[src/rtl/core/tcf_pkg.sv]
// Package for the continued fraction tangent block: field widths, fixed point
// constants, divider control types and the microcode table of the sequencer.
// Depends on nothing.
`timescale 1ns / 1ps

package tcf_pkg;

	localparam int ANGLE_W   = 17;
	localparam int TAN_W     = 19;
	localparam int TERM_W    = 4;
	localparam int FRAC      = 24;
	localparam int A_W       = 25;
	localparam int QUO_W     = 32;
	localparam int CNT_W     = 6;
	localparam int PC_W      = 4;

	localparam logic [TERM_W-1:0]  TERM_RESET = 4'd9;
	localparam logic [ANGLE_W-1:0] ANGLE_MAX  = 17'd91750;
	localparam logic [TAN_W-1:0]   TAN_MAX    = 19'h7FFFF;
	localparam logic [CNT_W-1:0]   LEVEL_BITS = 6'd25;
	localparam logic [CNT_W-1:0]   FINAL_BITS = 6'd32;

	typedef logic [PC_W-1:0] pc_t;

	localparam pc_t STEP_ACCEPT     = 4'd0;
	localparam pc_t STEP_MUL        = 4'd1;
	localparam pc_t STEP_DEEP       = 4'd2;
	localparam pc_t STEP_DEEP_WAIT  = 4'd3;
	localparam pc_t STEP_LEVEL_TEST = 4'd4;
	localparam pc_t STEP_LEVEL      = 4'd5;
	localparam pc_t STEP_LEVEL_WAIT = 4'd6;
	localparam pc_t STEP_FINAL      = 4'd7;
	localparam pc_t STEP_FINAL_WAIT = 4'd8;
	localparam pc_t STEP_EMIT       = 4'd9;

	typedef enum logic [2:0] {
		OP_ACCEPT,
		OP_MUL,
		OP_DIV_DEEP,
		OP_DIV_LEVEL,
		OP_DIV_FINAL,
		OP_WAIT_DIV,
		OP_NOP,
		OP_EMIT
	} op_t;

	typedef enum logic [2:0] {
		COND_NEVER,
		COND_ALWAYS,
		COND_BYPASS,
		COND_TOP,
		COND_FAULT
	} cond_t;

	typedef struct packed {
		op_t   op;
		cond_t cond;
		pc_t   target;
	} ucode_t;

	typedef struct packed {
		logic             start;
		logic [CNT_W-1:0] nbits;
	} div_ctl_t;

	typedef struct packed {
		logic busy;
	} div_sts_t;

	// Jumps are taken only when the step completes and its condition holds.
	function automatic ucode_t ucode_rom(pc_t pc);
		ucode_t w;
		case (pc)
			STEP_ACCEPT:     w = '{OP_ACCEPT,    COND_NEVER,  STEP_ACCEPT};
			STEP_MUL:        w = '{OP_MUL,       COND_BYPASS, STEP_EMIT};
			STEP_DEEP:       w = '{OP_DIV_DEEP,  COND_NEVER,  STEP_ACCEPT};
			STEP_DEEP_WAIT:  w = '{OP_WAIT_DIV,  COND_NEVER,  STEP_ACCEPT};
			STEP_LEVEL_TEST: w = '{OP_NOP,       COND_TOP,    STEP_FINAL};
			STEP_LEVEL:      w = '{OP_DIV_LEVEL, COND_FAULT,  STEP_EMIT};
			STEP_LEVEL_WAIT: w = '{OP_WAIT_DIV,  COND_ALWAYS, STEP_LEVEL_TEST};
			STEP_FINAL:      w = '{OP_DIV_FINAL, COND_FAULT,  STEP_EMIT};
			STEP_FINAL_WAIT: w = '{OP_WAIT_DIV,  COND_NEVER,  STEP_ACCEPT};
			STEP_EMIT:       w = '{OP_EMIT,      COND_ALWAYS, STEP_ACCEPT};
			default:         w = '{OP_NOP,       COND_ALWAYS, STEP_ACCEPT};
		endcase
		return w;
	endfunction

endpackage

[src/rtl/core/tcf_in_if.sv]
// Request channel carrying one angle to the tangent block.
// Depends on tcf_pkg for the field width.
`timescale 1ns / 1ps

interface tcf_in_if;
	logic                        valid;
	logic                        ready;
	logic [tcf_pkg::ANGLE_W-1:0] angle;

	modport source (output valid, output angle, input ready);
	modport sink (input valid, input angle, output ready);
endinterface

[src/rtl/core/tcf_out_if.sv]
// Result channel carrying the tangent and its flags out of the tangent block.
// Depends on tcf_pkg for the field width.
`timescale 1ns / 1ps

interface tcf_out_if;
	logic                      valid;
	logic                      ready;
	logic [tcf_pkg::TAN_W-1:0] tangent;
	logic                      angle_error;
	logic                      saturated;

	modport source (output valid, output tangent, output angle_error, output saturated,
		input ready);
	modport sink (input valid, input tangent, input angle_error, input saturated,
		output ready);
endinterface

[src/rtl/core/tangent_continued_fraction.sv]
// Top level of the continued fraction tangent block: microcoded sequencer,
// squaring multiplier, result register. Depends on tcf_pkg, tcf_in_if,
// tcf_out_if and tcf_div.
`timescale 1ns / 1ps

// Usage
// An angle request arrives on angle_ch (unsigned Q1.16 radians) and one result
// leaves on result_ch: tangent in unsigned Q3.16 with the angle_error and
// saturated flags. Both channels move a request at a clock edge where valid and
// ready are high. term_count is written through cfg_we and cfg_wdata while the
// block is idle; it resets to nine levels and is clamped to 1..MAX_LEVELS.
// The block works on one angle at a time. From acceptance to the result
// register, each level runs one division on the shared restoring divider,
// which produces one quotient bit per cycle: 25 bits for each level and 32
// bits for the final quotient, plus the sequencer steps around each division.
// A rejected angle or a single level skips the divisions.
// The result sits in an output register. The next angle is accepted as soon as
// the sequencer returns to its first step, even while that result is still
// waiting; if the receiver stalls, the following result holds the sequencer
// at its emit step until the register frees up. Reset empties the result
// register, returns the sequencer to its first step and restores term_count.
module tangent_continued_fraction #(
	parameter int MAX_LEVELS = 13
) (
	input  logic                        clk,
	input  logic                        arst_n,
	input  logic                        cfg_we,
	input  logic [tcf_pkg::TERM_W-1:0]  cfg_wdata,
	tcf_in_if.sink                      angle_ch,
	tcf_out_if.source                   result_ch
);
	import tcf_pkg::*;

	// Level count, continued fraction denominator and divider widths.
	localparam int LW   = $clog2(MAX_LEVELS + 1);
	localparam int BW   = $clog2(2 * MAX_LEVELS);
	localparam int CW   = (LW > TERM_W) ? LW : TERM_W;
	localparam int DENW = BW + FRAC;
	localparam logic [DENW-1:0] ONE_DEN = DENW'(1) << FRAC;

	// Configuration register.
	logic [TERM_W-1:0] term_count_q;

	always_ff @(posedge clk or negedge arst_n) begin
		if (!arst_n) begin
			term_count_q <= TERM_RESET;
		end else if (cfg_we) begin
			term_count_q <= cfg_wdata;
		end
	end

	// Sequencer state.
	pc_t    pc_q;
	ucode_t uw;
	logic   step_go;
	logic   cond_true;
	logic   fault;

	// Per angle working registers.
	logic [ANGLE_W-1:0] angle_q;
	logic [A_W-1:0]     a_q;
	logic [BW-1:0]      b_q;
	logic [LW-1:0]      k_q;
	logic               angle_bad_q;
	logic               single_q;
	logic               fault_q;

	// Result register.
	logic               out_valid_q;
	logic [TAN_W-1:0]   tangent_q;
	logic               angle_error_q;
	logic               saturated_q;

	// Divider connection.
	div_ctl_t           div_ctl;
	div_sts_t           div_sts;
	logic [DENW-1:0]    div_rem;
	logic [QUO_W-1:0]   div_low;
	logic [DENW-1:0]    div_den;
	logic [QUO_W-1:0]   div_quo;

	logic [CW-1:0]          tc_ext;
	logic [LW-1:0]          levels;
	logic [BW-1:0]          b_first;
	logic [BW-1:0]          b_next;
	logic [DENW-1:0]        cf_ext;
	logic [DENW-1:0]        level_bq;
	logic [2*ANGLE_W-1:0]   square;
	logic                   angle_bad;
	logic                   out_free;
	logic [TAN_W-1:0]       emit_tangent;
	logic                   emit_error;
	logic                   emit_sat;

	assign uw = ucode_rom(pc_q);

	// Clamp the configured level count into 1..MAX_LEVELS.
	always_comb begin
		tc_ext = CW'(term_count_q);
		if (tc_ext == '0) begin
			levels = LW'(1);
		end else if (tc_ext > CW'(MAX_LEVELS)) begin
			levels = LW'(MAX_LEVELS);
		end else begin
			levels = LW'(tc_ext);
		end
	end

	assign b_first   = BW'({levels, 1'b0} - 1'b1);
	assign b_next    = b_q - BW'(2);
	assign angle_bad = (angle_ch.angle == '0) || (angle_ch.angle > ANGLE_MAX);

	// The running fraction is the low part of the last quotient; it always
	// fits in 25 bits.
	assign cf_ext   = DENW'(div_quo[A_W-1:0]);
	assign level_bq = {b_next, {FRAC{1'b0}}};
	assign square   = {{ANGLE_W{1'b0}}, angle_q} * {{ANGLE_W{1'b0}}, angle_q};

	// A denominator that is not positive aborts the evaluation.
	always_comb begin
		case (uw.op)
			OP_DIV_LEVEL: fault = (cf_ext >= level_bq);
			OP_DIV_FINAL: fault = (cf_ext >= ONE_DEN);
			default:      fault = 1'b0;
		endcase
	end

	assign out_free = ~out_valid_q | result_ch.ready;

	always_comb begin
		case (uw.op)
			OP_ACCEPT:   step_go = angle_ch.valid;
			OP_WAIT_DIV: step_go = ~div_sts.busy;
			OP_EMIT:     step_go = out_free;
			default:     step_go = 1'b1;
		endcase
	end

	always_comb begin
		case (uw.cond)
			COND_NEVER:  cond_true = 1'b0;
			COND_ALWAYS: cond_true = 1'b1;
			COND_BYPASS: cond_true = angle_bad_q | single_q;
			COND_TOP:    cond_true = (k_q < LW'(2));
			COND_FAULT:  cond_true = fault;
			default:     cond_true = 1'b0;
		endcase
	end

	always_ff @(posedge clk or negedge arst_n) begin
		if (!arst_n) begin
			pc_q <= STEP_ACCEPT;
		end else if (step_go) begin
			pc_q <= cond_true ? uw.target : pc_q + 1'b1;
		end
	end

	// Divider operands. Deepest level: a / b. Upper levels:
	// (a << 24) / ((b << 24) - cf). Top: (x << 24) / (1 - cf), x = angle << 8.
	always_comb begin
		div_ctl.start = 1'b0;
		div_ctl.nbits = LEVEL_BITS;
		div_rem       = '0;
		div_low       = '0;
		div_den       = ONE_DEN - cf_ext;
		case (uw.op)
			OP_DIV_DEEP: begin
				div_ctl.start = 1'b1;
				div_low       = {a_q, {(QUO_W-A_W){1'b0}}};
				div_den       = DENW'(b_q);
			end
			OP_DIV_LEVEL: begin
				div_ctl.start = ~fault;
				div_rem       = DENW'(a_q[A_W-1:1]);
				div_low       = {a_q[0], {(QUO_W-1){1'b0}}};
				div_den       = level_bq - cf_ext;
			end
			OP_DIV_FINAL: begin
				div_ctl.start = ~fault;
				div_ctl.nbits = FINAL_BITS;
				div_rem       = DENW'(angle_q);
			end
			default: begin
				div_ctl.start = 1'b0;
			end
		endcase
	end

	tcf_div #(
		.DENW(DENW)
	) u_div (
		.clk      (clk),
		.arst_n   (arst_n),
		.ctl      (div_ctl),
		.rem_init (div_rem),
		.low_init (div_low),
		.den      (div_den),
		.sts      (div_sts),
		.quo      (div_quo)
	);

	// Working registers are payload and need no reset.
	always_ff @(posedge clk) begin
		case (uw.op)
			OP_ACCEPT: begin
				if (angle_ch.valid) begin
					angle_q     <= angle_ch.angle;
					angle_bad_q <= angle_bad;
					single_q    <= (levels == LW'(1));
					fault_q     <= 1'b0;
					k_q         <= levels - 1'b1;
					b_q         <= b_first;
				end
			end
			OP_MUL: begin
				// a = (x * x) >> 24 with x = angle << 8.
				a_q <= square[A_W+7:8];
			end
			OP_DIV_LEVEL: begin
				b_q     <= b_next;
				k_q     <= k_q - 1'b1;
				fault_q <= fault;
			end
			OP_DIV_FINAL: begin
				fault_q <= fault;
			end
			default: begin
			end
		endcase
	end

	// Result selection at the emit step.
	always_comb begin
		emit_tangent = '0;
		emit_error   = 1'b0;
		emit_sat     = 1'b0;
		if (angle_bad_q) begin
			emit_error = 1'b1;
		end else if (single_q) begin
			emit_tangent = TAN_W'(angle_q);
		end else if (fault_q || (div_quo[QUO_W-1:TAN_W+8] != '0)) begin
			emit_tangent = TAN_MAX;
			emit_sat     = 1'b1;
		end else begin
			emit_tangent = div_quo[TAN_W+7:8];
		end
	end

	always_ff @(posedge clk or negedge arst_n) begin
		if (!arst_n) begin
			out_valid_q <= 1'b0;
		end else if (uw.op == OP_EMIT && out_free) begin
			out_valid_q <= 1'b1;
		end else if (result_ch.ready) begin
			out_valid_q <= 1'b0;
		end
	end

	always_ff @(posedge clk) begin
		if (uw.op == OP_EMIT && out_free) begin
			tangent_q     <= emit_tangent;
			angle_error_q <= emit_error;
			saturated_q   <= emit_sat;
		end
	end

	assign angle_ch.ready        = (uw.op == OP_ACCEPT);
	assign result_ch.valid       = out_valid_q;
	assign result_ch.tangent     = tangent_q;
	assign result_ch.angle_error = angle_error_q;
	assign result_ch.saturated   = saturated_q;

`ifndef SYNTHESIS
	a_div_start_idle: assert property (@(posedge clk) disable iff (!arst_n)
		div_ctl.start |-> !div_sts.busy)
		else $error("divider started while busy");

	a_one_at_a_time: assert property (@(posedge clk) disable iff (!arst_n)
		(angle_ch.valid && angle_ch.ready) |=> !angle_ch.ready)
		else $error("second angle accepted before the first finished");

	a_sat_value: assert property (@(posedge clk) disable iff (!arst_n)
		(result_ch.valid && result_ch.saturated) |->
		(result_ch.tangent == TAN_MAX && !result_ch.angle_error))
		else $error("saturated result without maximum tangent");

	a_err_value: assert property (@(posedge clk) disable iff (!arst_n)
		(result_ch.valid && result_ch.angle_error) |->
		(result_ch.tangent == '0 && !result_ch.saturated))
		else $error("rejected angle with nonzero result");

	a_pc_range: assert property (@(posedge clk) disable iff (!arst_n)
		pc_q <= STEP_EMIT)
		else $error("sequencer left its program");
`endif

endmodule

[src/rtl/core/tcf_div.sv]
// Restoring divider of the tangent block, one quotient bit per cycle.
// Depends on tcf_pkg for the control and status structs.
`timescale 1ns / 1ps

module tcf_div #(
	parameter int DENW = 30
) (
	input  logic                        clk,
	input  logic                        arst_n,
	input  tcf_pkg::div_ctl_t           ctl,
	input  logic [DENW-1:0]             rem_init,
	input  logic [tcf_pkg::QUO_W-1:0]   low_init,
	input  logic [DENW-1:0]             den,
	output tcf_pkg::div_sts_t           sts,
	output logic [tcf_pkg::QUO_W-1:0]   quo
);
	import tcf_pkg::*;

	logic             busy_q;
	logic [CNT_W-1:0] cnt_q;
	logic [DENW-1:0]  rem_q;
	logic [DENW-1:0]  den_q;
	logic [QUO_W-1:0] low_q;
	logic [DENW:0]    shifted;
	logic [DENW+1:0]  diff;
	logic             qbit;

	// The partial remainder stays below the divisor, so the shifted value
	// needs one extra bit and the trial difference one more for its sign.
	assign shifted = {rem_q, low_q[QUO_W-1]};
	assign diff    = {1'b0, shifted} - {2'b00, den_q};
	assign qbit    = ~diff[DENW+1];

	always_ff @(posedge clk or negedge arst_n) begin
		if (!arst_n) begin
			busy_q <= 1'b0;
			cnt_q  <= '0;
		end else if (ctl.start) begin
			busy_q <= 1'b1;
			cnt_q  <= ctl.nbits;
		end else if (busy_q) begin
			cnt_q <= cnt_q - 1'b1;
			if (cnt_q == CNT_W'(1)) begin
				busy_q <= 1'b0;
			end
		end
	end

	always_ff @(posedge clk) begin
		if (ctl.start) begin
			rem_q <= rem_init;
			low_q <= low_init;
			den_q <= den;
		end else if (busy_q) begin
			rem_q <= qbit ? diff[DENW-1:0] : shifted[DENW-1:0];
			low_q <= {low_q[QUO_W-2:0], qbit};
		end
	end

	assign sts.busy = busy_q;
	assign quo      = low_q;

endmodule

[src/flat_wrapper.sv]
// flat-port wrapper written by rule: the top's interface ports become plain ports
module tangent_continued_fraction_flat import tcf_pkg::*;
#(
	parameter int MAX_LEVELS = 13
)
  (clk, arst_n, cfg_we, cfg_wdata, angle_ch_valid, angle_ch_angle, angle_ch_ready, result_ch_valid, result_ch_tangent, result_ch_angle_error, result_ch_saturated, result_ch_ready);
  tcf_in_if angle_ch_i ();
  tcf_out_if result_ch_i ();
  input  logic clk;
  input  logic arst_n;
  input  logic cfg_we;
  input  logic [tcf_pkg::TERM_W-1:0] cfg_wdata;
  input wire logic [$bits(angle_ch_i.valid)-1:0] angle_ch_valid;
  input wire logic [$bits(angle_ch_i.angle)-1:0] angle_ch_angle;
  output wire logic [$bits(angle_ch_i.ready)-1:0] angle_ch_ready;
  output wire logic [$bits(result_ch_i.valid)-1:0] result_ch_valid;
  output wire logic [$bits(result_ch_i.tangent)-1:0] result_ch_tangent;
  output wire logic [$bits(result_ch_i.angle_error)-1:0] result_ch_angle_error;
  output wire logic [$bits(result_ch_i.saturated)-1:0] result_ch_saturated;
  input wire logic [$bits(result_ch_i.ready)-1:0] result_ch_ready;
  assign angle_ch_i.valid = angle_ch_valid;
  assign angle_ch_i.angle = angle_ch_angle;
  assign angle_ch_ready = angle_ch_i.ready;
  assign result_ch_valid = result_ch_i.valid;
  assign result_ch_tangent = result_ch_i.tangent;
  assign result_ch_angle_error = result_ch_i.angle_error;
  assign result_ch_saturated = result_ch_i.saturated;
  assign result_ch_i.ready = result_ch_ready;
  tangent_continued_fraction #(.MAX_LEVELS(MAX_LEVELS)) u_core (.clk(clk), .arst_n(arst_n), .cfg_we(cfg_we), .cfg_wdata(cfg_wdata), .angle_ch(angle_ch_i), .result_ch(result_ch_i));
endmodule
[config.mk]
export PLATFORM = sky130hd
export DESIGN_NAME = tangent_continued_fraction_flat
export DESIGN_NICKNAME = d
export VERILOG_FILES = /design/src/rtl/core/tcf_pkg.sv /design/src/rtl/core/tcf_in_if.sv /design/src/rtl/core/tcf_out_if.sv /design/src/rtl/core/tangent_continued_fraction.sv /design/src/rtl/core/tcf_div.sv /design/src/flat_wrapper.sv
export SDC_FILE = /design/constraint.sdc
export NUM_CORES = 1
export LEC_CHECK = 0
export BUFFER_PORTS_ARGS = -buffer_cell sky130_fd_sc_hd__clkbuf_2
export CORE_ASPECT_RATIO = 1.1
export CORE_MARGIN = 3
export CORE_UTILIZATION = 50
export CTS_BUF_LIST = sky130_fd_sc_hd__clkbuf_8
export DETAILED_ROUTE_END_ITERATION = 12
export PLACE_DENSITY = 0.66
export SYNTH_ARGS = -nofsm -noshare
export SYNTH_HDL_FRONTEND = slang
export SYNTH_SLANG_ARGS = --single-unit
[constraint.sdc]
create_clock -name clk -period 6.9 [get_ports clk]
set_input_delay 1.035 -clock clk [delete_from_list [all_inputs] [get_ports clk]]
set_output_delay 1.035 -clock clk [all_outputs]
set_load 0.05 [all_outputs]
==> impl_metrics.sql, run 1 <==
INSERT INTO impl_metrics (metric_group, metric, value, unit) VALUES
('placement', 'detailed_placement_wirelength_estimate', '31800', 'um'),
('die', 'io_pins', '49', ''),
('sta', 'max_freq', '152', 'MHz'),
('layout', 'final_cell_area', '18800', 'um2'),
('layout', 'num_antenna_cells', '0', ''),
('setup_path', 'worst_r2r_path_cells', '20', ''),
('die', 'die_area', '37500', 'um2'),
('setup_path', 'crit_path_capture_type', 'flip-flop', ''),
('global_route', 'grt_first_pass_wirelength', '66300', 'um'),
('hold_path', 'hold_path.class', 'in2async', ''),
('layout', 'fin_nets', '2121', ''),
('synthesis', 'ys_seq_area_frac', '0.303', ''),
('synthesis', 'synth-seq-cells', '180', ''),
('drt', 'per_cell_routed_wire_length', '18.2', 'um'),
('synthesis', 'synth.lib_cells_used.distinct', '79', ''),
('sta', 'hold_viol', '0', ''),
('global_route', 'first_global_vias', '12909', ''),
('die', 'dieHeight', '203', 'um'),
('sta', 'final_report_max_slew_violation_count', '0', ''),
('synthesis', 'synth_area_leader_cell', 'sky130_fd_sc_hd__edfxtp_1', ''),
('sta', 'timing.final.crit_share', '0.951', ''),
('cts', 'worstSkewPairLatency', '0.49', 'ns'),
('setup_path', 'crit_type', 'reg2reg', ''),
('placement', 'numPortBuffers', '48', ''),
('layout', 'synthToLayoutAreaGrowth', '6.61', '%'),
('placement', 'inst_count_dp', '2168', ''),
('die', 'core_area', '34500', 'um2'),
('sta', 'final.setup.tns', '0', 'ns'),
('global_route', 'grt_start_max_net_pins', '62', ''),
('synthesis', 'synthArstFlopShare', '0.0889', ''),
('layout', 'leading_cell_type_in_the_layout_fill_and_taps_excluded', 'sky130_fd_sc_hd__inv_1', ''),
('cts', 'ctsRootBufferMaster', 'sky130_fd_sc_hd__clkbuf_8', ''),
('die', 'start_util', '0.511', ''),
('drt', 'number_of_drc_markers_in_iteration_0', '776', ''),
('layout', 'mostFrequentLayoutCells', 'sky130_fd_sc_hd__inv_1 (283), sky130_fd_sc_hd__fa_1 (193), sky130_fd_sc_hd__edfxtp_1 (164)', ''),
('layout', 'final_layout_size_suffix_gt1_frac', '0.0882', ''),
('run_status', 'outcome', 'finished, final reports clean', ''),
('synthesis', 'synth.top_cells.by_area', 'sky130_fd_sc_hd__edfxtp_1 (28%), sky130_fd_sc_hd__fa_1 (22%), sky130_fd_sc_hd__ha_1 (10%)', ''),
('sta', 'rsz_0062_raised_after_global_routing', 'no', ''),
('synthesis', 'fraction_of_synthesized_cell_area_taken_by_the_top_area_cell_type', '0.280', ''),
('drt', 'antenna_violating_nets_post_route', '0', ''),
('setup_path', 'worst-endpoint-arrival', '6.79', 'ns'),
('cts', 'max-clock-path-buffers', '2', ''),
('synthesis', 'yosysWarningCount', '0', ''),
('cts', 'ctsHtreeMaxLevel', '4', ''),
('global_route', 'antenna_found_initial', '0', ''),
('placement', 'placedInstanceArea', '18300', 'um2'),
('sta', 'timing_worst_slew_pin_value', '1.19', 'ns'),
('global_route', 'global_route.usage.total', '0.225', ''),
('sta', 'fin_worst_skew', '0.0214', 'ns'),
('drt', 'detailroute.via_count', '12291', ''),
('drt', 'via_per_inst', '5.57', ''),
('die', 'die_x', '185', 'um'),
('placement', 'gp_weighted_congestion', '0.897', ''),
('synthesis', 'synthFlopType', 'sky130_fd_sc_hd__edfxtp_1', ''),
('global_route', 'grt.overflow.total', '0', ''),
('setup_path', 'start_kind', 'flip-flop', ''),
('synthesis', 'synth_area_per_cell', '10.2', 'um2'),
('synthesis', 'synthesis.instances', '1721', ''),
('synthesis', 'synth_edf_count', '164', ''),
('synthesis', 'syn-cell-area', '17600', 'um2'),
('drt', 'drt-total-wl', '40200', 'um'),
('cts', 'cts_tree', 'yes', ''),
('cts', 'cts_inserted_buffers', '17', ''),
('die', 'placementRows', '71', ''),
('synthesis', 'synthesis.nets', '2086', ''),
('run', 'maxCapViolCount', '0', ''),
('drt', 'detail_route.drc_violations', '0', ''),
('sta', 'final.min_clock_period', '6.56', 'ns'),
('cts', 'clock-sinks', '180', ''),
('drt', 'dr.pass1.iters', '5', ''),
('setup_path', 'critical_path.max_fanout', '16', ''),
('sta', 'slew_headroom', '0.205', ''),
('setup_path', 'timing.critical_path.required', '7.13', 'ns'),
('layout', 'final-instance-count-excl-fill', '2207', ''),
('cts', 'hold_buffers', '0', ''),
('sta', 'setup_viol_count_final', '0', ''),
('cts', 'cts.clk_slew.worst_paths', '0.12', 'ns');
state kept, by name, summed over array words and instances, names as in the netlist, 4 cells and up:
name	flops
u_core.u_div.rem_q	29
u_core.k_q	4
u_core.u_div.cnt_q	6
u_core.angle_q	17
u_core.tc_ext	4
u_core.u_div.den_q	29
u_core.result_ch.tangent	19
u_core.a_q	25
u_core.u_div.quo	32
u_core.b_q	4
u_core.pc_q	4
logic make-up (layout without fill, tap and decap cells):
family	count (synthesis)	in the layout	synth area share
adder cells (fa/ha/maj)	339	339	0.323
multiplexers	37	37	0.0215
AND/OR/NAND/NOR	460	460	0.127
buffers and inverters	353	401	0.0790
XOR/XNOR	87	87	0.0433
flip-flops	180	180	0.303
AO/OA/AOI/OAI	265	265	0.104
critical path, cell delays in order (launching register included):
cell and delay (ns):
sky130_fd_sc_hd__edfxtp_1 0.70, sky130_fd_sc_hd__buf_4 0.29, sky130_fd_sc_hd__fa_1 0.53, sky130_fd_sc_hd__inv_1 0.05, sky130_fd_sc_hd__fa_1 0.42, sky130_fd_sc_hd__fa_1 0.55
sky130_fd_sc_hd__inv_1 0.05, sky130_fd_sc_hd__fa_1 0.46, sky130_fd_sc_hd__fa_1 0.54, sky130_fd_sc_hd__inv_1 0.05, sky130_fd_sc_hd__fa_1 0.52, sky130_fd_sc_hd__inv_1 0.04
sky130_fd_sc_hd__ha_1 0.34, sky130_fd_sc_hd__and3_1 0.21, sky130_fd_sc_hd__nand3_1 0.15, sky130_fd_sc_hd__nor2_1 0.05, sky130_fd_sc_hd__a21oi_1 0.45, sky130_fd_sc_hd__o22a_1 0.25
sky130_fd_sc_hd__o21ai_1 0.17, sky130_fd_sc_hd__a311oi_1 0.36, sky130_fd_sc_hd__xnor2_1 0.11
stage by stage:
step           hold slack [ns]  setup WS, ns   util
2_1_floorplan            0.464         0.644      -
3_3_place_gp             0.549         0.417  0.532
3_5_place_dp             0.560         0.302  0.532
4_1_cts                  0.437         0.272  0.543
5_1_grt                  0.460        0.0209  0.545
6_report                 0.464         0.339  0.545
per-layer routing:
layer | part of all wire | track usage
met5 | 0 | 0
met4 | 0.033 | 0.0793
met3 | 0.037 | 0.0331
met2 | 0.50 | 0.382
met1 | 0.43 | 0.294
path summary, 6_finish.rpt:
check,startpoint,slack (ns),end
min in group clk,u_core.u_div.quo[27]$_DFFE_PP_,0.57,u_core.u_div.quo[28]$_DFFE_PP_
max reg2reg,u_core.angle_q[8]$_DFFE_PP_,0.34,u_core.a_q[24]$_DFFE_PN_
max,u_core.angle_q[8]$_DFFE_PP_,0.34,u_core.a_q[24]$_DFFE_PN_
min,arst_n,0.46,u_core.result_ch.valid$_DFFE_PN0P_
max in group asynchronous,arst_n,6.09,u_core.tc_ext[3]$_DFFE_PN1P_
min reg2reg,u_core.u_div.quo[27]$_DFFE_PP_,0.57,u_core.u_div.quo[28]$_DFFE_PP_
what timing repair did:
| item | in CTS | in global routing |
|---|---|---|
| setup endpoints to repair | 0 | 2 |
| resized for setup | 0 | 0 |
| setup buffers | 0 | 7 |
Yosys cell counts, drive strengths merged, types with 40 or more instances:
master	number
inv	282
fa	193
edfxtp	164
ha	146
nand2	130
nor2	126
a21oi	77
and2	68
clkbuf	56
xnor2	56
nor3	41
o21ai	40
cell type report:
class | instances | area (um2)
Clock buffer | 17 | 234
Clock inverter | 15 | 159
Fill cell | 3075 | 15700
Inverter | 282 | 1060
Multi-Input combinational cell | 1188 | 10900
Sequential cell | 180 | 5330
Tap cell | 438 | 548
Timing Repair Buffer | 87 | 533
Power of run 1 is left out: the tool's default activity adds up to more than one toggle a clock period on the data nets, which glitch-free logic cannot reach.
==> run 2, diff against run 1 <==
Settings changed: CTS_CLUSTER_SIZE set to 28, PLACE_DENSITY 0.66 to 0.69.
Clock period 6.9 ns to 5.8 ns, I/O delays scaled along.
==> impl_metrics.sql, run 2 (same netlist as run 1, synthesis figures left out) <==
INSERT INTO impl_metrics (metric_group, metric, value, unit) VALUES
('sta', 'final.min_clock_period', '5.94', 'ns'),
('sta', 'slew_headroom', '0.247', ''),
('setup_path', 'worst-endpoint-arrival', '6.18', 'ns'),
('global_route', 'antenna_found_initial', '0', ''),
('run', 'maxCapViolCount', '0', ''),
('sta', 'final_report_max_slew_violation_count', '0', ''),
('setup_path', 'ff2ff_setup_slack', '-0.14', 'ns'),
('cts', 'worstSkewPairLatency', '0.50', 'ns'),
('layout', 'num_antenna_cells', '0', ''),
('layout', 'fin_nets', '2233', ''),
('cts', 'clock-sinks', '180', ''),
('placement', 'dp_slack', '-0.317', 'ns'),
('sta', 'rsz_0062_raised_after_global_routing', 'yes', ''),
('global_route', 'grt_first_pass_wirelength', '68300', 'um'),
('setup_path', 'start_kind', 'flip-flop', ''),
('global_route', 'grt.overflow.total', '0', ''),
('cts', 'ctsHtreeMaxLevel', '4', ''),
('placement', 'placedInstanceArea', '19100', 'um2'),
('die', 'start_util', '0.511', ''),
('cts', 'cts.clk_slew.worst_paths', '0.12', 'ns'),
('sta', 'timing_worst_slew_pin_value', '1.13', 'ns'),
('sta', 'max_freq', '168', 'MHz'),
('setup_path', 'crit_path_capture_type', 'flip-flop', ''),
('placement', 'detailed_placement_wirelength_estimate', '32200', 'um'),
('sta', 'timing.final.ws_setup', '-0.141', 'ns'),
('layout', 'final_layout_size_suffix_gt1_frac', '0.181', ''),
('drt', 'per_cell_routed_wire_length', '17.8', 'um'),
('die', 'dieHeight', '203', 'um'),
('run_status', 'outcome', 'finished with violations', ''),
('cts', 'cts_tree', 'yes', ''),
('die', 'placementRows', '71', ''),
('layout', 'synthToLayoutAreaGrowth', '13.4', '%'),
('layout', 'mostFrequentLayoutCells', 'sky130_fd_sc_hd__inv_1 (269), sky130_fd_sc_hd__fa_1 (183), sky130_fd_sc_hd__edfxtp_1 (164)', ''),
('sta', 'hold_viol', '0', ''),
('drt', 'detail_route.drc_violations', '0', ''),
('sta', 'timing.final.crit_share', '1.02', ''),
('layout', 'final-instance-count-excl-fill', '2319', ''),
('setup_path', 'timing.critical_path.required', '6.04', 'ns'),
('die', 'die_area', '37500', 'um2'),
('die', 'die_x', '185', 'um'),
('layout', 'largest_register_ffs', '32', ''),
('layout', 'final_cell_area', '20000', 'um2'),
('setup_path', 'critical_path.max_fanout', '4', ''),
('drt', 'via_per_inst', '5.48', ''),
('sta', 'fin_worst_skew', '0.0301', 'ns'),
('die', 'core_area', '34500', 'um2'),
('global_route', 'global_route.usage.total', '0.229', ''),
('layout', 'final_core_util', '0.580', ''),
('sta', 'setup_viol_count_final', '8', ''),
('drt', 'dr.pass1.iters', '5', ''),
('placement', 'numPortBuffers', '48', ''),
('cts', 'cts_inserted_buffers', '17', ''),
('drt', 'detailroute.via_count', '12712', ''),
('cts', 'max-clock-path-buffers', '2', ''),
('drt', 'drt-total-wl', '41200', 'um'),
('die', 'io_pins', '49', ''),
('layout', 'leading_cell_type_in_the_layout_fill_and_taps_excluded', 'sky130_fd_sc_hd__inv_1', ''),
('placement', 'gp_weighted_congestion', '0.904', ''),
('global_route', 'first_global_vias', '13594', ''),
('run_status', 'failed_checks', 'negative setup slack', ''),
('cts', 'ctsRootBufferMaster', 'sky130_fd_sc_hd__clkbuf_8', ''),
('setup_path', 'crit_type', 'reg2reg', ''),
('hold_path', 'hold_path.class', 'in2async', ''),
('drt', 'number_of_drc_markers_in_iteration_0', '894', ''),
('placement', 'inst_count_dp', '2258', ''),
('global_route', 'grt_start_max_net_pins', '62', ''),
('drt', 'antenna_violating_nets_post_route', '0', '');
## run 2: worst paths after layout
| check | endpoint | start | depth (start not counted) |
|---|---|---|---|
| max in group asynchronous | u_core.tc_ext[0]$_DFFE_PN1P_ | arst_n | 1 |
| min | u_core.pc_q[3]$_DFFE_PN0P_ | arst_n | 1 |
| min in group clk | u_core.u_div.quo[30]$_DFFE_PP_ | u_core.u_div.quo[29]$_DFFE_PP_ | 1 |
| max | u_core.a_q[21]$_DFFE_PN_ | u_core.angle_q[7]$_DFFE_PP_ | 24 |
| min reg2reg | u_core.u_div.quo[30]$_DFFE_PP_ | u_core.u_div.quo[29]$_DFFE_PP_ | 1 |
| max reg2reg | u_core.a_q[21]$_DFFE_PN_ | u_core.angle_q[7]$_DFFE_PP_ | 24 |
## run 2: stage by stage
| step | hold slack, ns | TNS, ns |
|---|---|---|
| 4_1_cts | 0.261 | -0.124 |
| 6_report | 0.280 | -0.738 |
| 2_1_floorplan | 0.464 | -0.0233 |
| 3_3_place_gp | 0.551 | -0.848 |
| 3_5_place_dp | 0.562 | -2.33 |
| 5_1_grt | 0.293 | -2.78 |
## run 2: final cells by class
class                   instances  area [um2]
clock buffers                  17         234
flip-flops and latches        180        5330
repair buffers                199        1420
multi-input cells            1188       11200
well taps                     438         548
clock inverters                15         178
fillers                      2878       14500
inverters                     282        1060
## run 2: worst max-delay path, stage by stage, from the launching register on
cell and delay, ns:
sky130_fd_sc_hd__edfxtp_1 0.42, sky130_fd_sc_hd__buf_6 0.16, sky130_fd_sc_hd__buf_6 0.11, sky130_fd_sc_hd__and2_4 0.16
sky130_fd_sc_hd__fa_1 0.52, sky130_fd_sc_hd__inv_2 0.04, sky130_fd_sc_hd__fa_2 0.52, sky130_fd_sc_hd__inv_2 0.04
sky130_fd_sc_hd__fa_2 0.52, sky130_fd_sc_hd__inv_2 0.04, sky130_fd_sc_hd__fa_1 0.49, sky130_fd_sc_hd__fa_2 0.44
sky130_fd_sc_hd__fa_1 0.53, sky130_fd_sc_hd__inv_2 0.05, sky130_fd_sc_hd__ha_4 0.26, sky130_fd_sc_hd__and3_4 0.19
sky130_fd_sc_hd__nand3_4 0.09, sky130_fd_sc_hd__nor2_1 0.11, sky130_fd_sc_hd__a21oi_1 0.07, sky130_fd_sc_hd__buf_4 0.16
sky130_fd_sc_hd__o22a_1 0.25, sky130_fd_sc_hd__o21ai_2 0.20, sky130_fd_sc_hd__buf_6 0.15, sky130_fd_sc_hd__a21oi_4 0.05
sky130_fd_sc_hd__xnor2_1 0.13
## run 2: what timing repair did
item	4_1_cts	5_1_grt
setup endpoints to repair	14	16
gates resized for setup	59	21
buffers inserted	22	9
hold buffers	0	0
pin swaps	56	31
## run 2: routing by layer
layer	vias up	global-route usage	wire length [um]
met4	0	0.0748	1140
met1	6333	0.305	18000
met2	270	0.394	20700
met5	-	0	0
li1	6044	-	-
met3	65	0.0222	1340
Power of run 2 is left out for the same reason.
